### config.mk
export PLATFORM = sky130hd
export DESIGN_NAME = lisp_line_lexer_flat
export DESIGN_NICKNAME = d
export VERILOG_FILES = /design/src/design/llx_pkg.sv /design/src/design/llx_if.sv /design/src/design/lisp_line_lexer.sv /design/src/flat_wrapper.sv
export SDC_FILE = /design/constraint.sdc
export NUM_CORES = 1
export LEC_CHECK = 0
export BUFFER_PORTS_ARGS = -buffer_cell sky130_fd_sc_hd__buf_2
export CAP_MARGIN = 15
export CORE_ASPECT_RATIO = 1.1
export CORE_MARGIN = 2
export CORE_UTILIZATION = 55
export CTS_BUF_LIST = sky130_fd_sc_hd__clkbuf_4
export CTS_CLUSTER_DIAMETER = 40
export CTS_CLUSTER_SIZE = 20
export DETAILED_ROUTE_END_ITERATION = 7
export GPL_TIMING_DRIVEN = 0
export HOLD_SLACK_MARGIN = 0.15
export PLACE_DENSITY = 0.73
export SLEW_MARGIN = 20
export SYNTH_ARGS = -nofsm -noshare
export SYNTH_HDL_FRONTEND = slang
export SYNTH_SLANG_ARGS = --single-unit
### constraint.sdc
create_clock -name clk -period 5.4 [get_ports clk]
set_input_delay 0.27 -clock clk [delete_from_list [all_inputs] [get_ports clk]]
set_output_delay 0.27 -clock clk [all_outputs]
set_load 0.01 [all_outputs]
### src/design/llx_pkg.sv
// llx_pkg: shared constants and types for the line lexer
// used by the lexer top level, its checker and the bench
package llx_pkg;

  localparam int MAX_TOKEN_LEN = 31;
  localparam int TLEN_W        = $clog2(MAX_TOKEN_LEN + 1);

  localparam int OQ_DEPTH = 4;
  localparam int OQ_AW    = $clog2(OQ_DEPTH);
  localparam int OQ_CW    = $clog2(OQ_DEPTH + 1);

  localparam logic [7:0] CH_NUL    = 8'h00;
  localparam logic [7:0] CH_SPACE  = 8'h20;
  localparam logic [7:0] CH_MINUS  = 8'h2d;
  localparam logic [7:0] CH_GT     = 8'h3e;
  localparam logic [7:0] CH_LT     = 8'h3c;
  localparam logic [7:0] CH_EQ     = 8'h3d;
  localparam logic [7:0] CH_LPAREN = 8'h28;

  typedef enum logic [2:0] {
    KIND_NUM  = 3'd0,
    KIND_NAME = 3'd1,
    KIND_CMP  = 3'd2,
    KIND_SYM  = 3'd3,
    KIND_EOL  = 3'd4
  } kind_t;

  typedef enum logic [1:0] {
    STATUS_OK       = 2'd0,
    STATUS_SYNTAX   = 2'd1,
    STATUS_DANGLING = 2'd2,
    STATUS_TOO_LONG = 2'd3
  } status_t;

  typedef enum logic [3:0] {
    MODE_NONE = 4'b0001,
    MODE_NUM  = 4'b0010,
    MODE_NAME = 4'b0100,
    MODE_CMP  = 4'b1000
  } mode_t;

  typedef struct packed {
    logic [7:0] out_char;
    kind_t      kind;
    logic       token_last;
    status_t    status;
  } res_t;

endpackage

### src/design/llx_if.sv
// llx_if: valid/ready channel interfaces for line bytes and token results
// depends on nothing but plain logic types
interface llx_in_if;
  logic       valid;
  logic       ready;
  logic [7:0] ch;

  modport source (output valid, output ch, input ready);
  modport sink   (input valid, input ch, output ready);
endinterface

interface llx_out_if;
  logic       valid;
  logic       ready;
  logic [7:0] out_char;
  logic [2:0] kind;
  logic       token_last;
  logic [1:0] status;

  modport source (output valid, output out_char, output kind, output token_last,
                  output status, input ready);
  modport sink   (input valid, input out_char, input kind, input token_last,
                  input status, output ready);
endinterface

### src/design/lisp_line_lexer.sv
// lisp_line_lexer: top level of the line lexer
// depends on llx_pkg and the channel interfaces in llx_if.sv
// A line arrives one byte per transaction on in_chan, byte 0 closing it, and
// one byte is accepted in every cycle while the output queue has two free
// entries. Each byte is judged with the next one as lookahead, so a token
// character leaves one byte after it came in; each accepted byte yields zero,
// one or two result transactions (a token character, then the end-of-line
// result), written in the same cycle into a four-entry output queue that
// drains one transaction per cycle on out_chan while ready is high. The queue
// sets the sustained rate: one byte per cycle on average as long as the line
// does not produce more results than bytes. Every line ends with exactly one
// end-of-line or abort result; after an abort the rest of the line is dropped.
module lisp_line_lexer (
  input  logic       clk,
  input  logic       rst_n,
  llx_in_if.sink     in_chan,
  llx_out_if.source  out_chan
);

  logic [7:0]                  held_char_r, held_char_nxt;
  logic                        held_valid_r, held_valid_nxt;
  logic [7:0]                  cbh_r, cbh_nxt;
  logic                        at_line_start_r, at_line_start_nxt;
  llx_pkg::mode_t              mode_r, mode_nxt;
  logic [llx_pkg::TLEN_W-1:0]  tlen_r, tlen_nxt;
  logic                        aborted_r, aborted_nxt;
  logic                        warn_r, warn_nxt;

  llx_pkg::res_t               oq_r [llx_pkg::OQ_DEPTH];
  logic [llx_pkg::OQ_AW-1:0]   wr_ptr_r, rd_ptr_r;
  logic [llx_pkg::OQ_CW-1:0]   cnt_r;

  logic                        in_acc, out_acc;
  logic [7:0]                  c, h;
  logic                        c_digit, c_alpha, h_digit, h_alpha;
  logic                        lex_v, eol_v, abort_v, run_sel, run_more;
  llx_pkg::kind_t              run_kind;
  llx_pkg::status_t            abort_st;
  llx_pkg::res_t               lex_res, eol_res, first_res;
  logic [llx_pkg::OQ_CW-1:0]   n_push;

  function automatic logic is_digit(input logic [7:0] x);
    return (x >= 8'h30) && (x <= 8'h39);
  endfunction

  function automatic logic is_alpha(input logic [7:0] x);
    return ((x >= 8'h61) && (x <= 8'h7a)) || ((x >= 8'h41) && (x <= 8'h5a));
  endfunction

  assign in_acc  = in_chan.valid && in_chan.ready;
  assign out_acc = out_chan.valid && out_chan.ready;
  assign c       = in_chan.ch;
  assign h       = held_char_r;
  assign c_digit = is_digit(c);
  assign c_alpha = is_alpha(c);
  assign h_digit = is_digit(h);
  assign h_alpha = is_alpha(h);

  assign in_chan.ready = (cnt_r <= llx_pkg::OQ_CW'(llx_pkg::OQ_DEPTH - 2));

  always_comb begin
    held_char_nxt     = held_char_r;
    held_valid_nxt    = held_valid_r;
    cbh_nxt           = cbh_r;
    at_line_start_nxt = at_line_start_r;
    mode_nxt          = mode_r;
    tlen_nxt          = tlen_r;
    aborted_nxt       = aborted_r;
    warn_nxt          = warn_r;
    lex_v             = 1'b0;
    eol_v             = 1'b0;
    abort_v           = 1'b0;
    abort_st          = llx_pkg::STATUS_OK;
    run_sel           = 1'b0;
    run_more          = 1'b0;
    run_kind          = llx_pkg::KIND_NUM;
    lex_res           = '{out_char: h, kind: llx_pkg::KIND_SYM, token_last: 1'b1,
                          status: llx_pkg::STATUS_OK};
    eol_res           = '{out_char: llx_pkg::CH_NUL, kind: llx_pkg::KIND_EOL,
                          token_last: 1'b1, status: llx_pkg::STATUS_OK};

    if (in_acc) begin
      if (aborted_r) begin
        if (c == llx_pkg::CH_NUL) begin
          held_char_nxt     = llx_pkg::CH_NUL;
          held_valid_nxt    = 1'b0;
          cbh_nxt           = llx_pkg::CH_NUL;
          at_line_start_nxt = 1'b1;
          mode_nxt          = llx_pkg::MODE_NONE;
          tlen_nxt          = '0;
          aborted_nxt       = 1'b0;
          warn_nxt          = 1'b0;
        end
      end else begin
        if (held_valid_r) begin
          case (mode_r)
            llx_pkg::MODE_NUM: begin
              run_sel  = 1'b1;
              run_kind = llx_pkg::KIND_NUM;
              run_more = c_digit;
            end
            llx_pkg::MODE_NAME: begin
              run_sel  = 1'b1;
              run_kind = llx_pkg::KIND_NAME;
              run_more = c_alpha;
            end
            llx_pkg::MODE_CMP: begin
              mode_nxt     = llx_pkg::MODE_NONE;
              lex_v        = 1'b1;
              lex_res.kind = llx_pkg::KIND_CMP;
            end
            default: begin
              if (h == llx_pkg::CH_SPACE) begin
                lex_v = 1'b0;
              end else if (h_digit) begin
                run_sel  = 1'b1;
                run_kind = llx_pkg::KIND_NUM;
                run_more = c_digit;
              end else if (h_alpha) begin
                run_sel  = 1'b1;
                run_kind = llx_pkg::KIND_NAME;
                run_more = c_alpha;
              end else if (h == llx_pkg::CH_MINUS) begin
                if (c_digit) begin
                  if (at_line_start_r || (cbh_r == llx_pkg::CH_LPAREN)) begin
                    abort_v  = 1'b1;
                    abort_st = llx_pkg::STATUS_SYNTAX;
                  end else begin
                    run_sel  = 1'b1;
                    run_kind = llx_pkg::KIND_NUM;
                    run_more = 1'b1;
                  end
                end else begin
                  lex_v = 1'b1;
                end
              end else if ((h == llx_pkg::CH_LT) || (h == llx_pkg::CH_GT)) begin
                if (c == llx_pkg::CH_NUL) begin
                  warn_nxt = 1'b1;
                end else if (c == llx_pkg::CH_EQ) begin
                  mode_nxt           = llx_pkg::MODE_CMP;
                  lex_v              = 1'b1;
                  lex_res.kind       = llx_pkg::KIND_CMP;
                  lex_res.token_last = 1'b0;
                end else begin
                  lex_v        = 1'b1;
                  lex_res.kind = llx_pkg::KIND_CMP;
                end
              end else begin
                lex_v = 1'b1;
              end
            end
          endcase

          if (run_sel) begin
            if (tlen_r >= llx_pkg::TLEN_W'(llx_pkg::MAX_TOKEN_LEN)) begin
              abort_v  = 1'b1;
              abort_st = llx_pkg::STATUS_TOO_LONG;
            end else begin
              lex_v              = 1'b1;
              lex_res.kind       = run_kind;
              lex_res.token_last = !run_more;
              if (run_more) begin
                tlen_nxt = tlen_r + llx_pkg::TLEN_W'(1);
                mode_nxt = (run_kind == llx_pkg::KIND_NUM) ? llx_pkg::MODE_NUM
                                                           : llx_pkg::MODE_NAME;
              end else begin
                tlen_nxt = '0;
                mode_nxt = llx_pkg::MODE_NONE;
              end
            end
          end

          if (abort_v) begin
            lex_v          = 1'b1;
            lex_res        = '{out_char: llx_pkg::CH_NUL, kind: llx_pkg::KIND_EOL,
                               token_last: 1'b1, status: abort_st};
            aborted_nxt    = 1'b1;
            held_valid_nxt = 1'b0;
            mode_nxt       = llx_pkg::MODE_NONE;
            tlen_nxt       = '0;
          end
        end

        if (!abort_v && (c != llx_pkg::CH_NUL)) begin
          if (held_valid_r) begin
            cbh_nxt           = held_char_r;
            at_line_start_nxt = 1'b0;
          end
          held_char_nxt  = c;
          held_valid_nxt = 1'b1;
        end else if (c == llx_pkg::CH_NUL) begin
          if (!abort_v) begin
            eol_v          = 1'b1;
            eol_res.status = warn_nxt ? llx_pkg::STATUS_DANGLING : llx_pkg::STATUS_OK;
          end
          held_char_nxt     = llx_pkg::CH_NUL;
          held_valid_nxt    = 1'b0;
          cbh_nxt           = llx_pkg::CH_NUL;
          at_line_start_nxt = 1'b1;
          mode_nxt          = llx_pkg::MODE_NONE;
          tlen_nxt          = '0;
          aborted_nxt       = 1'b0;
          warn_nxt          = 1'b0;
        end
      end
    end
  end

  assign n_push    = llx_pkg::OQ_CW'(lex_v) + llx_pkg::OQ_CW'(eol_v);
  assign first_res = lex_v ? lex_res : eol_res;

  always_ff @(posedge clk) begin
    if (!rst_n) begin
      held_char_r     <= llx_pkg::CH_NUL;
      held_valid_r    <= 1'b0;
      cbh_r           <= llx_pkg::CH_NUL;
      at_line_start_r <= 1'b1;
      mode_r          <= llx_pkg::MODE_NONE;
      tlen_r          <= '0;
      aborted_r       <= 1'b0;
      warn_r          <= 1'b0;
      wr_ptr_r        <= '0;
      rd_ptr_r        <= '0;
      cnt_r           <= '0;
    end else begin
      held_char_r     <= held_char_nxt;
      held_valid_r    <= held_valid_nxt;
      cbh_r           <= cbh_nxt;
      at_line_start_r <= at_line_start_nxt;
      mode_r          <= mode_nxt;
      tlen_r          <= tlen_nxt;
      aborted_r       <= aborted_nxt;
      warn_r          <= warn_nxt;
      wr_ptr_r        <= wr_ptr_r + llx_pkg::OQ_AW'(n_push);
      rd_ptr_r        <= rd_ptr_r + llx_pkg::OQ_AW'(out_acc);
      cnt_r           <= cnt_r + n_push - llx_pkg::OQ_CW'(out_acc);
    end
  end

  // output queue payload, no reset
  always_ff @(posedge clk) begin
    if (lex_v || eol_v) begin
      oq_r[wr_ptr_r] <= first_res;
    end
    if (lex_v && eol_v) begin
      oq_r[wr_ptr_r + llx_pkg::OQ_AW'(1)] <= eol_res;
    end
  end

  assign out_chan.valid      = (cnt_r != '0);
  assign out_chan.out_char   = oq_r[rd_ptr_r].out_char;
  assign out_chan.kind       = oq_r[rd_ptr_r].kind;
  assign out_chan.token_last = oq_r[rd_ptr_r].token_last;
  assign out_chan.status     = oq_r[rd_ptr_r].status;

endmodule

### src/flat_wrapper.sv
// flat-port wrapper written by rule: the top's interface ports become plain ports
module lisp_line_lexer_flat 
  (clk, rst_n, in_chan_valid, in_chan_ch, in_chan_ready, out_chan_valid, out_chan_out_char, out_chan_kind, out_chan_token_last, out_chan_status, out_chan_ready);
  llx_in_if in_chan_i ();
  llx_out_if out_chan_i ();
  input  logic clk;
  input  logic rst_n;
  input wire logic [$bits(in_chan_i.valid)-1:0] in_chan_valid;
  input wire logic [$bits(in_chan_i.ch)-1:0] in_chan_ch;
  output wire logic [$bits(in_chan_i.ready)-1:0] in_chan_ready;
  output wire logic [$bits(out_chan_i.valid)-1:0] out_chan_valid;
  output wire logic [$bits(out_chan_i.out_char)-1:0] out_chan_out_char;
  output wire logic [$bits(out_chan_i.kind)-1:0] out_chan_kind;
  output wire logic [$bits(out_chan_i.token_last)-1:0] out_chan_token_last;
  output wire logic [$bits(out_chan_i.status)-1:0] out_chan_status;
  input wire logic [$bits(out_chan_i.ready)-1:0] out_chan_ready;
  assign in_chan_i.valid = in_chan_valid;
  assign in_chan_i.ch = in_chan_ch;
  assign in_chan_ready = in_chan_i.ready;
  assign out_chan_valid = out_chan_i.valid;
  assign out_chan_out_char = out_chan_i.out_char;
  assign out_chan_kind = out_chan_i.kind;
  assign out_chan_token_last = out_chan_i.token_last;
  assign out_chan_status = out_chan_i.status;
  assign out_chan_i.ready = out_chan_ready;
  lisp_line_lexer u_core (.clk(clk), .rst_n(rst_n), .in_chan(in_chan_i), .out_chan(out_chan_i));
endmodule
==> flow_summary.yaml, run 1 <==
synth:
  synth_seq_area_share_pct: 41.80
  synth_cells: 448
  ys_top_cells_by_area: "dfxtp_1 (39%), a22o_1 (8.6%), mux4_2 (7.0%)"
  yosys.area.top_type: "dfxtp_1"
  ys_warn_count: 0
  ys_ff_latch: 92
  synth-edff-count: 4
  syn_area_um2: 4502
  async_reset_ff_share_pct: 0
  syn_avg_cell_area_um2: 10.05
  synth_top_flop_cell: "dfxtp_1"
  synth.distinct_cells: 64
  yosys.area.top_type_share_pct: 39.13
  synth_fp_nets: 470
drt:
  post-route-drc-count: 0
  drt_first_iter_violations: 223
  dr.pass1.iters: 6
  ant_nets: 0
  vias_per_cell: 6.169
  wl_per_cell_um: 17.35
  drt-total-wl_um: 10550
  vias: 3751
timing:
  worst-slew-pin-transition_ns: 1.070
  fin_crit_ns: 4.442
  clock-skew-final_ns: 0.02441
  final_max_slew_viol_count: 0
  setup_slack_ns: 0.9584
  finalHoldViolCount: 0
  slew_headroom_pct: 27.98
  setup_viol_count_final: 0
  fin_crit_sh_pct: 82.25
  fmax_mhz: 225.1
  rsz0062_at_grt: "false"
  worst_hold_slack_ns: 0.1727
  fin_tns_setup_ns: 0
final_layout:
  area_growth_pct: 11.20
  fin_cells: 608
  final_nets: 517
  diodes: 0
  fin_util_pct: 63.27
  drive_above_1_share_pct: 15.60
  fin_area_um2: 5006
setup_path:
  r2r-start: "u_core.h[1]$_SDFFE_PN0P_"
  worst_r2r_endpoint: "u_core.oq_r[1][10]$_SDFFE_PP0P_"
  rr_worst_depth: 13
  cpPeakStageDelay_ns: 0.67
  crit_path_max_fanout: 10
  reg2reg_slack_ns: 0.96
  cp_data_required_time_ns: 5.79
  cp.depth: 13
  cp-end-kind: "register"
  crit_chain: "buf_2 > or4_1 > or3b_1 > and4b_4 > a211oi_2 > o21ai_0 > nor2_1 > inv_1 > ha_1 > nor2b_1 > nand2b_1 > nor4_2 > a22o_1"
  crit_start: "u_core.h[1]$_SDFFE_PN0P_"
  cp.arrival_ns: 4.83
  critPathTopFamily: "simple AND/OR/NAND/NOR gates"
  critical_path.endpoint: "u_core.oq_r[1][10]$_SDFFE_PP0P_"
  critical_path_class: "register to register"
  cp_num_buf_inv: 2
  crit_slowest_cell: "nor4_2"
  start_kind: "register"
flow_run:
  maxCapViolations: 0
global_routing:
  grt_usage_pct: 24.48
  grt_pass1_vias: 3639
  grt_pass1_wl_um: 17730
  globalRouteOverflowTotal: 0
  grt_max_degree: 20
  antenna_found_initial: 0
place:
  post-dp-hpwl_um: 7736
  place_ws_ns: 0.9785
  placed_cell_area_um2: 4772
  gp_congestion: 0.9360
  dp_cells: 583
  port_buffers: 27
power_and_ir_drop:
  sw_frac_of_total_pct: 34.30
  power_mw: 1.578
  p_switching_mw: 0.5412
  internal_power_mw: 1.037
  peakVddDrop_mv: 0.1458
  powerDensity_nw_per_um2: 315.2
  clkPwrFrac_pct: 24.1
  combPwrFrac_pct: 27.4
  seqPwrFrac_pct: 48.5
  power.leakage_nw: 1.890
clock_tree:
  clock_path_buffers: 2
  path_clk_slew_ns: 0.16
  post-cts-setup-buffers: 0
  h-tree-depth: 3
  numCtsBuffers: 9
  cts_root_buf: "clkbuf_4"
  ctsResizeCount: 0
  insertion_delay_ns: 0.45
  cts_sinks: 92
  tritoncts: "built"
die:
  core_um2: 7913
  ios: 28
  fp-row-count: 34
  fp.dieW_um: 90.26
  die_h_um: 98.89
  start_util_pct: 56.89
  dieArea_um2: 8925
hold_path:
  hp-class: "input pin to register"
run_status:
  status: "complete, no violations"
==> metal layers <==
layer | up-vias | routed length, um | track usage, %
met3 | 13 | 520 | 4.358
met5 | - | 0 | 0
li1 | 1801 | - | -
met4 | 0 | 135 | 7.337
met2 | 111 | 5201 | 42.22
met1 | 1826 | 4691 | 31.62
==> how the worst min path moves through the flow <==
stage	start	cells past startpoint	to	slack, ns
5_1_grt	in_chan_ch[7]	3	u_core.h[7]$_SDFFE_PN0P_	0.19
6_report	in_chan_ch[7]	3	u_core.h[7]$_SDFFE_PN0P_	0.17
2_1_floorplan	in_chan_ch[0]	1	u_core.h[0]$_SDFFE_PN0P_	0.40
4_1_cts	in_chan_ch[7]	3	u_core.h[7]$_SDFFE_PN0P_	0.17
3_5_place_dp	u_core.oq_r[2][3]$_SDFFE_PP0P_	2	u_core.oq_r[2][3]$_SDFFE_PP0P_	0.45
3_3_place_gp	u_core.oq_r[1][3]$_SDFFE_PP0P_	2	u_core.oq_r[1][3]$_SDFFE_PP0P_	0.43
==> area by class of cell <==
type,instances,area [um^2]
Inverter,16,60.06
Clock inverter,7,76.32
Sequential cell,92,1882
Multi-Input combinational cell,310,2436
Tap cell,108,135.1
Fill cell,722,2907
Buffer,30,123.9
Timing Repair Buffer,36,225.2
Clock buffer,9,67.56
==> flip-flops by register name (all words and copies together) (netlist names) <==
| register | cells |
|---|---|
| u_core.h | 8 |
| u_core.aborted_r | 1 |
| u_core.warn_r | 1 |
| u_core.at_line_start_r | 1 |
| u_core.oq_r | 56 |
| u_core.wr_ptr_r | 2 |
| u_core.mode_r | 4 |
| u_core.held_valid_r | 1 |
| u_core.cnt_r | 3 |
| u_core.cbh_r | 8 |
| u_core.tlen_r | 5 |
| u_core.rd_ptr_r | 2 |
==> cells in the final DEF (no fill, tap or decap), types with 4 or more instances in the layout <==
master | netlist | final
nor2_1 | 26 | 26
or3_1 | 4 | 4
nor2b_1 | 13 | 13
or4_1 | 8 | 8
ha_1 | 9 | 9
o22a_1 | 4 | 4
xnor2_1 | 4 | 4
a21oi_1 | 11 | 11
and2_1 | 13 | 13
o211ai_1 | 4 | 4
nand2b_1 | 5 | 5
inv_1 | 16 | 16
o21a_1 | 6 | 6
edfxtp_1 | 4 | 4
a32o_1 | 5 | 5
dfxtp_1 | 88 | 88
nand2_1 | 26 | 26
nor3_1 | 6 | 6
dlygate4sd3_1 | 0 | 9
clkbuf_4 | 0 | 9
nand3_1 | 11 | 11
buf_2 | 3 | 30
and3_1 | 6 | 6
a22o_1 | 44 | 44
a32oi_1 | 9 | 9
clkbuf_1 | 23 | 23
o22ai_1 | 5 | 5
o21ai_0 | 17 | 17
mux4_2 | 14 | 14
or2_2 | 4 | 4
==> logic make-up (layout without fill, tap and decap cells) <==
kind of cell / count (synthesis) / count (layout) / share of synthesized area [%]
and+or+nand+nor: 144 / 144 / 18.68
buffers and inverters: 46 / 98 / 4.085
AOI/OAI and AO/OA: 134 / 134 / 23.90
xor gates and xnor gates: 7 / 7 / 1.362
muxes: 15 / 15 / 7.226
DFF: 92 / 92 / 41.80
adders and majority gates: 10 / 10 / 2.946
==> Yosys cell counts (5+ instances only) <==
library cell,count
a21oi_1,11
a22o_1,44
a32o_1,5
a32oi_1,9
and2_1,13
and3_1,6
clkbuf_1,23
dfxtp_1,88
ha_1,9
inv_1,16
mux4_2,14
nand2_1,26
nand2b_1,5
nand3_1,11
nor2_1,26
nor2b_1,13
nor3_1,6
o21a_1,6
o21ai_0,17
o22ai_1,5
or4_1,8
==> power groups by stage <==
stage / Sequential, mW / Clock [mW] / Combinational, mW
2_1_floorplan: 0.773 / 0 / 0.321
3_3_place_gp: 0.778 / 0 / 0.419
3_5_place_dp: 0.781 / 0 / 0.429
4_1_cts: 0.766 / 0.385 / 0.436
5_1_grt: 0.774 / 0.413 / 0.479
6_report: 0.765 / 0.380 / 0.433
==> worst reg2reg max path: cells and delay by family, from the launching register on <==
family          cells  cell delay, ns
fa+ha+maj           1            0.25
simple gates        7            2.70
flops               1            0.33
compound gates      3            0.86
buf+inv             2            0.25
==> repair_timing <==
item / 4_1_cts / 5_1_grt
hold endpoints to repair: 9 / 0
hold buffers: 9 / 0
endpoints found under the setup margin: 0 / 0
Note: power is estimated with default switching activity, not from simulation.
==> inputs of run 2 (changes only) <==
--- a/config.mk
+++ b/config.mk
@@ -5,6 +5,7 @@
 export SDC_FILE = /design/constraint.sdc
 export NUM_CORES = 1
 export LEC_CHECK = 0
+export ABC_AREA = 1
 export BUFFER_PORTS_ARGS = -buffer_cell sky130_fd_sc_hd__buf_2
 export CAP_MARGIN = 15
 export CORE_ASPECT_RATIO = 1.1
@@ -16,7 +17,7 @@
 export DETAILED_ROUTE_END_ITERATION = 7
 export GPL_TIMING_DRIVEN = 0
 export HOLD_SLACK_MARGIN = 0.15
-export PLACE_DENSITY = 0.73
+export PLACE_DENSITY = 0.76
 export SLEW_MARGIN = 20
 export SYNTH_ARGS = -nofsm -noshare
 export SYNTH_HDL_FRONTEND = slang
==> constraint.sdc (replaced) <==
create_clock -name clk -period 3.6 [get_ports clk]
set_input_delay 0.18 -clock clk [delete_from_list [all_inputs] [get_ports clk]]
set_output_delay 0.18 -clock clk [all_outputs]
set_load 0.01 [all_outputs]
==> run 2 against run 1 <==
Against the previous run:
- hold slack improved by 0.015 ns
- sequential power increased by 58%
- first-iteration DRC count increased by 39%
- wire length increased by 31%
- critical endpoint is now u_core.cnt_r[2]$_SDFF_PN0_
- highest routed layer unchanged
==> flow_summary.yaml, run 2 <==
run_status:
  status: "complete, no violations"
place:
  gp_congestion: 0.9239
  post-dp-hpwl_um: 10150
  port_buffers: 27
  dp_cells: 900
die:
  ios: 28
  dieArea_um2: 9730
  core_um2: 8783
  fp.dieW_um: 94.24
  fp-row-count: 36
  die_h_um: 103.3
  start_util_pct: 56.08
global_routing:
  grt_usage_pct: 29.36
  grt_pass1_vias: 4847
  grt_pass1_wl_um: 22380
  antenna_found_initial: 0
  globalRouteOverflowTotal: 0
  grt_max_degree: 16
clock_tree:
  h-tree-depth: 3
  path_clk_slew_ns: 0.14
  tritoncts: "built"
  insertion_delay_ns: 0.45
  cts_sinks: 92
  numCtsBuffers: 9
  cts_root_buf: "clkbuf_4"
  clock_path_buffers: 2
timing:
  rsz0062_at_grt: "false"
  clock-skew-final_ns: 0.01287
  fin_crit_sh_pct: 92.62
  final_max_slew_viol_count: 0
  setup_viol_count_final: 0
  finalHoldViolCount: 0
  worst-slew-pin-transition_ns: 0.6184
  fmax_mhz: 299.9
  fin_tns_setup_ns: 0
  slew_headroom_pct: 58.62
  fin_crit_ns: 3.334
synth:
  synth_cells: 759
  synth_seq_area_share_pct: 38.20
  synth_top_flop_cell: "dfxtp_1"
  synth_fp_nets: 781
  yosys.area.top_type_share_pct: 35.76
  ys_warn_count: 0
  ys_ff_latch: 92
  syn_avg_cell_area_um2: 6.490
  synth-edff-count: 4
  yosys.area.top_type: "dfxtp_1"
  synth.distinct_cells: 36
  async_reset_ff_share_pct: 0
  syn_area_um2: 4926
  synth_most_common_cell: "nand2_1"
  synth_common_cells: "nand2_1 (211), nor2_1 (91), dfxtp_1 (88)"
  ys_top_cells_by_area: "dfxtp_1 (36%), nand2_1 (16%), o21ai_0 (7.6%)"
final_layout:
  fill_cells: 855
  area_growth_pct: 10.69
  diodes: 0
  largest_register: "u_core.oq_r"
  fin_util_pct: 62.08
  fin_cells: 922
  layout_common_cells: "nand2_1 (210), nor2_1 (89), dfxtp_1 (86), inv_1 (79), o21ai_0 (75)"
  final_nets: 826
  largest_register_ffs: 56
  drive_above_1_share_pct: 9.901
  final_common_cell: "nand2_1"
drt:
  dr.pass1.iters: 5
  wl_per_cell_um: 14.95
  post-route-drc-count: 0
  vias_per_cell: 5.563
  drt-total-wl_um: 13780
  ant_nets: 0
  drt_first_iter_violations: 309
  vias: 5129
setup_path:
  cp.arrival_ns: 3.72
  crit_path_max_fanout: 6
  cp-end-kind: "register"
  critical_path_class: "register to register"
  start_kind: "register"
  cp_data_required_time_ns: 3.99
power_and_ir_drop:
  power_mw: 2.849
  power.leakage_nw: 2.503
  peakVddDrop_mv: 0.2601
  powerDensity_nw_per_um2: 522.5
flow_run:
  maxCapViolations: 0
hold_path:
  hp-class: "input pin to register"
[run 2: cell count changes in the layout (fill, tap and decap cells not counted), sizes merged, moves of 9 or more]
cell	before	now
nand2	26	214
nor2	28	102
inv	19	87
o21ai	19	82
a22o	44	0
nand3	11	54
a21oi	11	46
and2	14	0
mux4	14	0
nor2b	13	0
a32oi	9	0
o22ai	5	14
[run 2: per-stage QoR]
step | instance area [um^2] | worst slack, ns | hold slack (ns)
after detailed placement | 5204 | 0.02793 | 0.4357
after global routing | 5453 | 0.01775 | 0.2075
after CTS | 5413 | 0.07096 | 0.1659
final | 5453 | 0.2657 | 0.1877
after floorplan | 4926 | 0.5968 | 0.3183
after global placement | 5204 | 0.1178 | 0.4321
[run 2: worst max-delay path, stage by stage, from the launching register on]
cell and delay [ns]:
dfxtp_2 0.37, ha_1 0.22, nand2_1 0.07, nor2_1 0.04, ha_1 0.18, o21bai_1 0.24
nand3_2 0.17, nand2_2 0.11, nand2_4 0.15, nand2_1 0.12, inv_1 0.16, ha_1 0.19
inv_1 0.08, ha_1 0.28, inv_1 0.05, fa_1 0.43, xor2_1 0.17, o21ai_0 0.10
a21oi_1 0.15
[run 2: layout make-up]
class                           instances  area [um^2]  share of cell area (%)
Clock buffer                            9        67.56                   1.239
Inverter                               88        330.3                   6.058
Buffer                                 24        101.3                   1.859
Sequential cell                        92         1884                   34.56
Clock inverter                          6        66.31                   1.216
Timing Repair Buffer                   35        212.7                   3.901
Multi-Input combinational cell        554         2648                   48.55
Tap cell                              114        142.6                   2.616
[run 2: final timing paths]
check	from	to	slack (ns)	depth (start not counted)
min	in_chan_ch[2]	u_core.h[2]$_SDFFE_PN0P_	0.19	5
max reg2reg	u_core.tlen_r[0]$_SDFFE_PN0P_	u_core.cnt_r[2]$_SDFF_PN0_	0.27	18
max	u_core.tlen_r[0]$_SDFFE_PN0P_	u_core.cnt_r[2]$_SDFF_PN0_	0.27	18
min reg2reg	u_core.oq_r[1][8]$_SDFFE_PP0P_	u_core.oq_r[1][8]$_SDFFE_PP0P_	0.46	2
[run 2: layer usage]
layer  vias up  share of wire (%)  GRT usage (%)
met5         -                  0              0
met3        41                6.6          5.507
met4         0                3.9          14.05
li1       2542                  -              -
met1      2328                 41          33.96
met2       218                 48          52.53
[run 2: power breakdown]
group / internal [mW] / total (mW) / switching [mW]
registers: 1.12 / 1.21 / 0.0810
clock network: 0.208 / 0.570 / 0.362
logic: 0.362 / 1.07 / 0.712
[run 2: kinds of logic after synthesis]
logic type,count (synthesis),synth area share [%]
adder cells (fa/ha/maj),10,2.692
flip-flops,92,38.20
AND/OR/NAND/NOR,385,32.84
XOR/XNOR,4,0.7113
buffers and inverters,113,8.814
AO/OA/AOI/OAI,155,16.74
[run 2: repair_timing]
item,in CTS,in global routing
endpoints found under the hold margin,7,0
gates cloned,0,0
resized for setup,1,12
pin swaps,0,1
buffers inserted,0,1
hold buffers,7,0
endpoints found under the setup margin,1,42
